### config.mk
export PLATFORM = sky130hd
export DESIGN_NAME = evti_ctrl
export DESIGN_NICKNAME = d
export VERILOG_FILES = /design/src/sv/evti_pkg.sv /design/src/sv/evti_ctrl.sv
export SDC_FILE = /design/constraint.sdc
export NUM_CORES = 1
export LEC_CHECK = 0
export ABC_AREA = 1
export BUFFER_PORTS_ARGS = -buffer_cell sky130_fd_sc_hd__buf_2
export CORE_UTILIZATION = 30
export CTS_CLUSTER_SIZE = 30
export DETAILED_ROUTE_END_ITERATION = 12
export SLEW_MARGIN = 20
export SYNTH_ARGS = -nofsm -noshare
export SYNTH_HDL_FRONTEND = slang
export SYNTH_SLANG_ARGS = --single-unit
### constraint.sdc
create_clock -name clk -period 3.37 [get_ports clk]
set_clock_uncertainty 0.2 [all_clocks]
set_input_delay 0.337 -clock clk [delete_from_list [all_inputs] [get_ports clk]]
set_output_delay 0.337 -clock clk [all_outputs]
set_load 0.05 [all_outputs]
### src/sv/evti_pkg.sv
package evti_pkg;

    // Result status codes
    typedef enum logic [2:0] {
        ST_INSTALLED = 3'd0,
        ST_END       = 3'd1,
        ST_ERROR     = 3'd2,
        ST_IGNORED   = 3'd3,
        ST_LOOKUP    = 3'd4
    } status_t;

    // Operation codes
    localparam logic OP_INSTALL = 1'b0;
    localparam logic OP_LOOKUP  = 1'b1;

    localparam logic [15:0] END_CODE  = 16'hFFFF;
    localparam int unsigned SLOTS     = 10;
    localparam logic [13:0] FIRST_VEC = 14'd2;
    localparam logic [13:0] LAST_VEC  = 14'd11;
    localparam logic [31:0] PAIR_SIZE = 32'd4;

    typedef struct packed {
        logic              operation;
        logic              table_start;
        logic [3:0]        process;
        logic [31:0]       pair_address;
        logic [15:0]       code_word;
        logic signed [15:0] rel_offset;
        logic [31:0]       exception_stack;
        logic [7:0]        vector;
    } item_t;

    typedef struct packed {
        status_t     status;
        logic [5:0]  installed_count;
        logic [31:0] handler_address;
    } result_t;

endpackage

### src/sv/evti_ctrl.sv
module evti_ctrl #(
    parameter int PROCESSES = 16,
    parameter int MAX_PAIRS = 40,
    parameter int ADDR_W    = 8
) (
    input  logic              clk,
    input  logic              rst_n,
    input  logic              fire,
    input  evti_pkg::item_t   item,
    output logic              wr_en,
    output logic              rd_en,
    output logic [ADDR_W-1:0] slot,
    output evti_pkg::result_t res,
    output logic              use_mem
);
    import evti_pkg::*;

    logic [5:0]  cnt_reg;
    logic [5:0]  cnt_next;
    logic        closed_reg;
    logic        closed_next;
    logic        err_reg;
    logic        err_next;
    logic        proc_ok;
    logic [13:0] vec_num;
    logic        vec_ok;
    logic [3:0]  vec_idx;
    logic [31:0] handler;
    logic        install;
    logic        hit;

    assign proc_ok = (item.process != 4'd0) && (32'(item.process) < 32'(PROCESSES));
    assign vec_num = (item.operation == OP_LOOKUP) ? {6'd0, item.vector}
                                                   : item.code_word[15:2];
    assign vec_ok  = (vec_num >= FIRST_VEC) && (vec_num <= LAST_VEC);
    assign vec_idx = 4'(vec_num - FIRST_VEC);
    assign slot    = ADDR_W'(32'(item.process) * SLOTS + 32'(vec_idx));
    assign handler = item.pair_address + PAIR_SIZE
                   + {{16{item.rel_offset[15]}}, item.rel_offset};

    always_comb
    begin
        cnt_next    = cnt_reg;
        closed_next = closed_reg;
        err_next    = err_reg;
        install     = 1'b0;
        hit         = 1'b0;
        res.status          = ST_IGNORED;
        res.handler_address = '0;
        if (item.operation == OP_LOOKUP)
        begin
            res.status = ST_LOOKUP;
            hit        = proc_ok && vec_ok;
        end
        else
        begin
            // Open a fresh table before judging the pair
            if (item.table_start)
            begin
                cnt_next    = '0;
                closed_next = 1'b0;
                err_next    = 1'b0;
            end
            priority if (closed_next)
            begin
                res.status = err_next ? ST_ERROR : ST_IGNORED;
            end
            else if (cnt_next >= 6'(MAX_PAIRS))
            begin
                res.status = ST_IGNORED;
            end
            else if (!proc_ok || (item.table_start && item.pair_address == '0)
                     || (item.code_word != END_CODE
                         && (item.code_word[1:0] != 2'd0 || !vec_ok)))
            begin
                res.status  = ST_ERROR;
                closed_next = 1'b1;
                err_next    = 1'b1;
            end
            else if (item.code_word == END_CODE)
            begin
                res.status  = ST_END;
                closed_next = 1'b1;
            end
            else
            begin
                res.status          = ST_INSTALLED;
                res.handler_address = handler;
                cnt_next            = cnt_next + 6'd1;
                install             = 1'b1;
            end
        end
        res.installed_count = cnt_next;
    end

    assign wr_en   = fire && install;
    assign rd_en   = fire && hit;
    assign use_mem = hit;

    always_ff @(posedge clk or negedge rst_n)
    begin
        if (!rst_n)
        begin
            cnt_reg    <= '0;
            closed_reg <= 1'b1;
            err_reg    <= 1'b0;
        end
        else if (fire)
        begin
            cnt_reg    <= cnt_next;
            closed_reg <= closed_next;
            err_reg    <= err_next;
        end
    end

endmodule

==> run_results.csv, run 1 <==
group,metric,value,unit
run_status,outcome,"finished clean",
die,die_x,110,microns
logic_synthesis,ys_ff_latch,8,
logic_synthesis,syn_area,3510,sq um
logic_synthesis,yosysSeqAreaShare,5.74,%
setup_path,cpMaxStageDelayCell,"fa_1",
logic_synthesis,synth_cell_type_count,40,
finish,layout-area-overhead-vs-synth,30.7,%
timing,finalCritPeriodShare,96.2,%
timing,tns,0,ns
cts,cts_root_buffer,"clkbuf_16",
setup_path,rr_worst_depth,13,
drt,drt_iter0_markers,112,
power_and_ir_drop,power_density,236,nW/um^2
global_route,grt_util_met2,30.9,%
hold_path,whs_path_depth,2,
setup_path,crit_path_cell_trace,"buf_2 > ha_1 > ha_1 > fa_1 > nand3_1 > nand2_1 > buf_4 > nand4_1 > nand3_1 > buf_4 > a21oi_1 > o21a_1 > buf_2",
die,rows,39,
timing,timing_hold_violations_final,0,
logic_synthesis,synth_warnings,0,
logic_synthesis,syn_inst,577,
die,core_region_area,11400,sq um
finish,layoutNonFillerInstCount,869,
drt,dr.pass1.iters,4,
global_route,grt_use_total,16.5,%
setup_path,endpoint_kind,"output port",
placement,post-place-ws,0.0853,ns
placement,io_buffers,132,
power_and_ir_drop,ir_worst_vdd,0.190,mV
logic_synthesis,yosysTopAreaCell,"ha_1",
drt,ant_nets,0,
finish,largest_reg_flops,6,
timing,slew_viol_final,0,
placement,dp.cells,864,
finish,multi_input_area,3000,sq um
drt,route.vias.total,4152,
timing,setup_ws,0.127,ns
cts,numCtsBuffers,3,
finish,nFillCells,1297,
global_route,top_usage_layer,"met2",
timing,setup-violations-final,0,
placement,gp_congestion,0.824,
cts,htreeDepth,1,
setup_path,slowest_delay,0.45,ns
finish,drive_gt1_share,24.0,%
logic_synthesis,synth_most_common_cell,"nand2_1",
power_and_ir_drop,report.power.total,1.08,mW
cts,clk-insertion-delay-late,0.24,ns
hold_path,hold_class,"input port to register",
timing,fmax,308,MHz
finish,diodes,0,
cts,cts_setup_buffers,0,
drt,drc,0,
global_route,antenna_found_initial,0,
cts,cts_num_sinks,8,
placement,dp_hpwl,8910,microns
logic_synthesis,synth_edf_count,0,
finish,final_nets,914,
setup_path,cp_max_fo,3,
timing,relSlewSlack,72.7,%
die,die_area,12100,sq um
finish,final_area,4580,sq um
die,num_io_pins,165,
drt,via_per_inst,4.78,
drt,wl,10100,microns
run,max_cap_violations,0,
setup_path,required,2.83,ns
global_route,met3_usage,1.41,%
placement,place_area,4440,sq um
die,die_y,110,microns
timing,rsz0062_at_grt,"false",
logic_synthesis,yosys-top-cells-count,"114 x nand2_1, 101 x nor2_1, 76 x inv_1, 71 x ha_1, 46 x a21oi_1",
global_route,grt_pass1_vias,3831,
logic_synthesis,synth_area_leaders,"ha_1 25%, nand2_1 12%, nor2_1 11%",
global_route,grt_max_degree,27,
setup_path,startpoint_type,"input port",
setup_path,crit_arrival,2.71,ns
cts,path_clk_slew,0.04,ns
drt,wl_per_cell,11.6,microns
global_route,grt_first_pass_wirelength,16200,microns
logic_synthesis,avgSynthCellArea,6.08,sq um
setup_path,critical_path_class,"input port to output port",
cts,clockBufferDepth,2,
die,start_util,30.7,%
finish,regArea,201,sq um
cts,cts_tree,"done",
timing,worst_slew_pin_slew,0.409,ns
global_route,grt.overflow.total,0,
logic_synthesis,yosysTopAreaCellShare,25.3,%
power_and_ir_drop,leakagePower,2.57,nW
logic_synthesis,async_flop_share,100,%
global_route,grt.met1_usage,20.9,%
logic_synthesis,syn_nets,764,
logic_synthesis,synthFlopType,"dfrtp_1",
setup_path,r2r_slack,1.35,ns
timing,min_period,3.24,ns
[power breakdown]
part / switching [mW] / internal, mW / total, mW
logic: 0.480 / 0.281 / 0.761
clock network: 0.0563 / 0.158 / 0.215
registers: 0.00322 / 0.102 / 0.105
[placed cells by master (no fill, tap or decap), drive strengths merged, types with 3 or more instances in the layout]
master and instances:
buf 148, nand2 118, nor2 102, inv 78, ha 71, a21oi 48
o21ai 37, nand3 29, xor2 11, xnor2 11, nand4 10, nor3 9
o21a 8, o21bai 7, dfrtp 7, clkbuf 6, a21o 4, a31oi 3
fa 3
[critical path: cells and delay by family]
family,cells,cell delay (ns)
fa+ha+maj,3,0.97
buf+inv,4,0.68
compound gates,2,0.28
simple gates,4,0.43
[cells by family (layout without fill, tap and decap cells)]
logic type / Yosys count / in the layout / share of synthesized area, %
buffers and inverters: 84 / 233 / 9.88
AO/OA/AOI/OAI: 115 / 115 / 18.7
XOR/XNOR: 22 / 22 / 5.49
flip-flops: 8 / 8 / 5.74
adder cells (fa/ha/maj): 74 / 74 / 27.0
AND/OR/NAND/NOR: 274 / 274 / 33.1
[cell type report]
| cell class | instances | share of cell area [%] |
|---|---|---|
| flip-flops and latches | 8 | 4.39 |
| clock buffers | 4 | 1.72 |
| well taps | 143 | 3.90 |
| repair buffers | 151 | 18.2 |
| inverters | 78 | 6.44 |
| multi-input cells | 485 | 65.4 |
[layer usage]
metal | vias to the layer above | wire length, microns
li1 | 2213 | -
met1 | 1846 | 4690
met4 | 0 | 42
met3 | 5 | 421
met5 | - | 0
met2 | 88 | 4940
[stage by stage]
step	util, %	hold WS, ns
final	40.1	0.175
after global placement	38.9	-0.00775
after floorplan	-	-0.159
after CTS	39.7	0.181
after detailed placement	38.9	-0.00700
after global routing	40.1	0.195
[timing repair]
action | CTS | global route
setup endpoints to repair | 0 | 13
hold buffers | 1 | 0
gates resized for setup | 0 | 18
endpoints found under the hold margin | 8 | 0
[path summary, 6_finish.rpt]
path | start | to
max | item[41] | res[21]
min | fire | cnt_reg[2]
max reg2reg | cnt_reg[5] | cnt_reg[3]
min reg2reg | cnt_reg[0] | cnt_reg[0]
max in group asynchronous | rst_n | closed_reg
min in group asynchronous | rst_n | cnt_reg[0]
No activity file was read; power rests on OpenSTA's default activity.
==> run 2: changes to the inputs <==
Clock period 3.37 ns to 3 ns, I/O delays scaled along.
==> run_results.csv, run 2 (same netlist as run 1, synthesis figures left out) <==
group,metric,value,unit
run_status,outcome,"finished clean",
drt,wl_per_cell,12.4,microns
global_route,grt_max_degree,27,
cts,cts_num_sinks,8,
timing,relSlewSlack,72.7,%
finish,drive_gt1_share,40.5,%
setup_path,critical_path_class,"input port to output port",
global_route,grt.overflow.total,0,
timing,min_period,2.91,ns
timing,fmax,343,MHz
setup_path,crit_buf_inv,6,
setup_path,cpMaxStageDelayCell,"ha_1",
die,num_io_pins,165,
finish,layoutNonFillerInstCount,933,
hold_path,hold_class,"input port to register",
timing,slew_viol_final,0,
global_route,grt_use_total,18.0,%
drt,drc,0,
drt,drt_iter0_markers,166,
drt,wl,11600,microns
cts,clk-insertion-delay-late,0.24,ns
cts,htreeDepth,1,
cts,cts_root_buffer,"clkbuf_16",
placement,place_area,4940,sq um
power_and_ir_drop,leakagePower,2.90,nW
die,start_util,30.7,%
finish,largest_reg_flops,6,
setup_path,slowest_delay,0.33,ns
die,core_region_area,11400,sq um
cts,cts_tree,"done",
setup_path,crit_arrival,2.41,ns
cts,clockBufferDepth,2,
die,die_x,110,microns
placement,dp.cells,926,
finish,layout_commonest_cell,"buf_2",
setup_path,startpoint_type,"input port",
drt,via_per_inst,4.74,
die,die_area,12100,sq um
finish,layout-area-overhead-vs-synth,60.9,%
cts,numCtsBuffers,3,
finish,diodes,0,
global_route,grt.met1_usage,24.1,%
cts,path_clk_slew,0.04,ns
power_and_ir_drop,ir_worst_vdd,0.225,mV
setup_path,required,2.50,ns
run,max_cap_violations,0,
setup_path,crit_path_cell_trace,"buf_2 > ha_1 > ha_4 > buf_4 > nand2_1 > inv_1 > a21boi_1 > nand2_1 > a21oi_1 > buf_4 > inv_1 > nand3_1 > nand2_1 > o21ai_2 > a21oi_2 > buf_4",
setup_path,crit_family,"buffers and inverters",
global_route,antenna_found_initial,0,
placement,io_buffers,132,
finish,final_area,5650,sq um
global_route,grt_pass1_vias,4037,
timing,rsz0062_at_grt,"true",
timing,worst_slew_pin_slew,0.408,ns
finish,final_nets,978,
timing,finalCritPeriodShare,97.1,%
global_route,top_usage_layer,"met2",
global_route,met3_usage,1.94,%
global_route,grt_first_pass_wirelength,17600,microns
power_and_ir_drop,power_density,272,nW/um^2
drt,dr.pass1.iters,4,
finish,mostFrequentLayoutCells,"111 x buf_2, 107 x nand2_1, 90 x nor2_1, 90 x buf_4, 74 x inv_1",
drt,route.vias.total,4422,
die,die_y,110,microns
timing,setup-violations-final,0,
timing,timing_hold_violations_final,0,
placement,dp_hpwl,9550,microns
drt,ant_nets,0,
die,rows,39,
setup_path,cp_max_fo,4,
setup_path,endpoint_kind,"output port",
global_route,grt_util_met2,32.4,%
placement,gp_congestion,0.844,
==> run 2: cell types whose count changed in the layout (fill, tap and decap cells not counted), moves of 9 or more <==
cell / delta
a21oi_1: -22
a21oi_2: +21
buf_2: -15
buf_4: +69
ha_1: -25
ha_4: +24
nor2_1: -11
nor2_2: +11
o21ai_0: -13
o21ai_1: +9
==> run 2: worst register-to-register path: cells and delay by family, from the launching register on <==
family          cells  cell delay, ns
flops               1            0.35
buf+inv             3            0.32
compound gates      2            0.14
simple gates        8            0.84
==> run 2: metrics by stage <==
| step | hold slack (ns) | setup slack [ns] | util (%) | power [mW] | TNS [ns] |
|---|---|---|---|---|---|
| finish | 0.151 | 0.0864 | 49.4 | 1.53 | 0 |
| global route | 0.166 | -0.0318 | 49.4 | 1.66 | -0.0821 |
| CTS | 0.150 | 0.00333 | 45.2 | 1.39 | 0 |
| detailed placement | -0.0374 | -0.153 | 43.2 | 1.12 | -1.30 |
| global placement | -0.0420 | -0.146 | 43.2 | 1.11 | -1.21 |
| floorplan | -0.196 | 0.00244 | - | 0.722 | 0 |
==> run 2: what timing repair did <==
item | 4_1_cts | 5_1_grt
endpoints found under the setup margin | 18 | 24
pin swaps | 2 | 20
hold endpoints to repair | 8 | 0
resized for setup | 37 | 93
buffers inserted | 0 | 2
hold buffers | 1 | 0
==> run 2: layout make-up <==
type                            instances  area, sq um
Sequential cell                         8          201
Clock buffer                            4         78.8
Tap cell                              143          179
Timing Repair Buffer                  215         1370
Multi-Input combinational cell        485         3520
Inverter                               78          298
Fill cell                            1191         5770
==> run 2: per-layer routing <==
layer  wire length [microns]  vias up
li1                        -     2363
met1                    5490     1933
met2                    5490      124
met3                     561        2
met4                      21        0
met5                       0        -
==> run 2: worst paths after layout <==
path / end / cells after the start / from / slack [ns]
worst min-delay path: cnt_reg[0] / 3 / fire / 0.15
worst max-delay path: res[28] / 16 / item[46] / 0.09
worst max register to register: cnt_reg[3] / 13 / cnt_reg[5] / 1.03
worst min register to register: err_reg / 2 / err_reg / 0.31
max in group asynchronous: closed_reg / 2 / rst_n / 2.11
min in group asynchronous: cnt_reg[2] / 2 / rst_n / 0.25
==> run 2: report_power, final <==
group | internal (mW) | switching (mW)
clock | 0.178 | 0.0592
sequential | 0.115 | 0.00296
combinational | 0.530 | 0.649
==> run 3: changes to the inputs <==
Settings changed: CORE_MARGIN set to 2.
==> run_results.csv, run 3 (same netlist as run 1, synthesis figures left out) <==
group,metric,value,unit
run,max_cap_violations,0,
timing,tns,0,ns
timing,timing_hold_violations_final,0,
finish,drive_gt1_share,40.3,%
hold_path,min_from,"fire",
timing,min_period,2.90,ns
drt,drt_iter0_markers,178,
power_and_ir_drop,power_density,270,nW/um^2
finish,diodes,0,
power_and_ir_drop,leakagePower,2.92,nW
power_and_ir_drop,switching_share,46.4,%
setup_path,critical_path_class,"input port to output port",
power_and_ir_drop,pwr-share-seq,7.8,%
timing,finalCritPeriodShare,96.8,%
setup_path,cp_max_fo,3,
timing,rsz0062_at_grt,"true",
placement,post-place-ws,-0.186,ns
finish,layout_commonest_cell,"buf_2",
die,rows,39,
drt,drc,0,
cts,path_clk_slew,0.04,ns
global_route,grt_first_pass_wirelength,18600,microns
timing,fmax,344,MHz
die,start_util,30.7,%
drt,wl,11400,microns
power_and_ir_drop,p_switching,0.705,mW
hold_path,hold-path-endpoint,"cnt_reg[2]",
power_and_ir_drop,intPower,0.814,mW
setup_path,startpoint_type,"input port",
power_and_ir_drop,report.power.total,1.52,mW
setup_path,crit_arrival,2.40,ns
global_route,grt_pass1_vias,4340,
global_route,antenna_found_initial,0,
timing,setup-violations-final,0,
placement,dp_hpwl,9520,microns
die,num_io_pins,165,
hold_path,whs_path_depth,2,
cts,htreeDepth,1,
placement,io_buffers,132,
timing,relSlewSlack,76.3,%
timing,worst_slew_pin_slew,0.354,ns
finish,final_nets,977,
global_route,grt.overflow.total,0,
power_and_ir_drop,pwr-share-comb,76.6,%
timing,slew_viol_final,0,
finish,nFillCells,1210,
finish,layout-area-overhead-vs-synth,60.1,%
run_status,outcome,"finished clean",
drt,wl_per_cell,12.2,microns
finish,largest_reg_flops,6,
placement,gp_congestion,0.857,
power_and_ir_drop,ir_worst_vdd,0.228,mV
setup_path,r2r-end,"cnt_reg[4]",
setup_path,reg2reg_from,"cnt_reg[5]",
global_route,grt_use_total,17.1,%
cts,cts_tree,"done",
hold_path,hold_class,"input port to register",
die,core_region_area,11400,sq um
finish,mostFrequentLayoutCells,"111 x buf_2, 109 x nand2_1, 88 x nor2_1",
timing,setup_ws,0.0963,ns
setup_path,r2r_slack,0.96,ns
setup_path,endpoint_kind,"output port",
drt,dr.pass1.iters,4,
cts,numCtsBuffers,3,
cts,cts_root_buffer,"clkbuf_16",
die,die_x,112,microns
drt,route.vias.total,4436,
setup_path,rr_worst_depth,13,
drt,ant_nets,0,
setup_path,required,2.50,ns
cts,clk-insertion-delay-late,0.24,ns
power_and_ir_drop,p_clk_share,15.6,%
cts,clockBufferDepth,2,
cts,cts_num_sinks,8,
die,die_y,112,microns
global_route,grt_max_degree,27,
die,die_area,12600,sq um
drt,via_per_inst,4.76,
-- run 3: cell types whose count changed in the layout (fill, tap and decap cells not counted), moves of 3 or more --
| cell | delta |
|---|---|
| a21oi_1 | +3 |
| buf_4 | -3 |
| ha_1 | +3 |
| a21oi_2 | -5 |
| ha_4 | -5 |
| buf_6 | +5 |
| o21bai_2 | +3 |
-- run 3: final cells by class --
cell class | count | area (sq um) | share of cell area (%)
multi-input combinational | 485 | 3490 | 62.1
timing repair buffer | 214 | 1370 | 24.4
inverter | 78 | 295 | 5.26
sequential | 8 | 201 | 3.59
tap | 143 | 179 | 3.19
clock buffer | 4 | 78.8 | 1.40
-- run 3: layer usage --
| layer | wire length [microns] | part of all wire, % | track usage [%] |
|---|---|---|---|
| met5 | 0 | 0 | 0 |
| met4 | 80 | 0.70 | 1.14 |
| met3 | 700 | 6.1 | 2.75 |
| met2 | 5320 | 47 | 29.9 |
| met1 | 5290 | 46 | 23.2 |
-- run 3: timing repair --
item                                    4_1_cts  5_1_grt
hold buffers                                  1        0
endpoints found under the setup margin       16       24
pin swaps                                     0       10
buffers inserted                              0        0
gates resized for setup                      24      110
endpoints found under the hold margin         8        0
-- run 3: worst max path at each step --
| stage | endpoint | start | depth (start not counted) | slack, ns |
|---|---|---|---|---|
| floorplan | res[20] | item[47] | 8 | 0.002 |
| global placement | res[29] | item[48] | 12 | -0.16 |
| detailed placement | res[29] | item[48] | 12 | -0.19 |
| CTS | res[22] | item[48] | 13 | -0.005 |
| global route | res[19] | item[41] | 12 | -0.06 |
| finish | res[19] | item[41] | 12 | 0.1 |
-- run 3: through the flow --
step           cell area (sq um)  std cells  hold WS [ns]  utilization (%)
2_1_floorplan               3550        577        -0.196                -
3_3_place_gp                4940        927       -0.0410             43.3
3_5_place_dp                4940        927       -0.0383             43.3
4_1_cts                     5100        932         0.139             44.7
5_1_grt                     5620        932         0.158             49.2
6_report                    5620        932         0.136             49.2
-- run 3: critical path, stage by stage --
cell     delay (ns)
buf_2          0.11
ha_1           0.29
ha_2           0.21
fa_2           0.42
a21oi_2        0.13
buf_4          0.13
inv_1          0.05
a21oi_1        0.17
o21ai_1        0.10
a21oi_1        0.13
o21a_1         0.19
buf_6          0.18
-- run 3: power groups by stage --
stage               Combinational (mW)  Clock (mW)  Sequential, mW
floorplan                        0.604           0           0.118
global placement                 0.998           0           0.119
detailed placement                1.00           0           0.119
CTS                               1.02       0.240           0.118
global route                      1.29       0.247           0.118
finish                            1.16       0.237           0.118
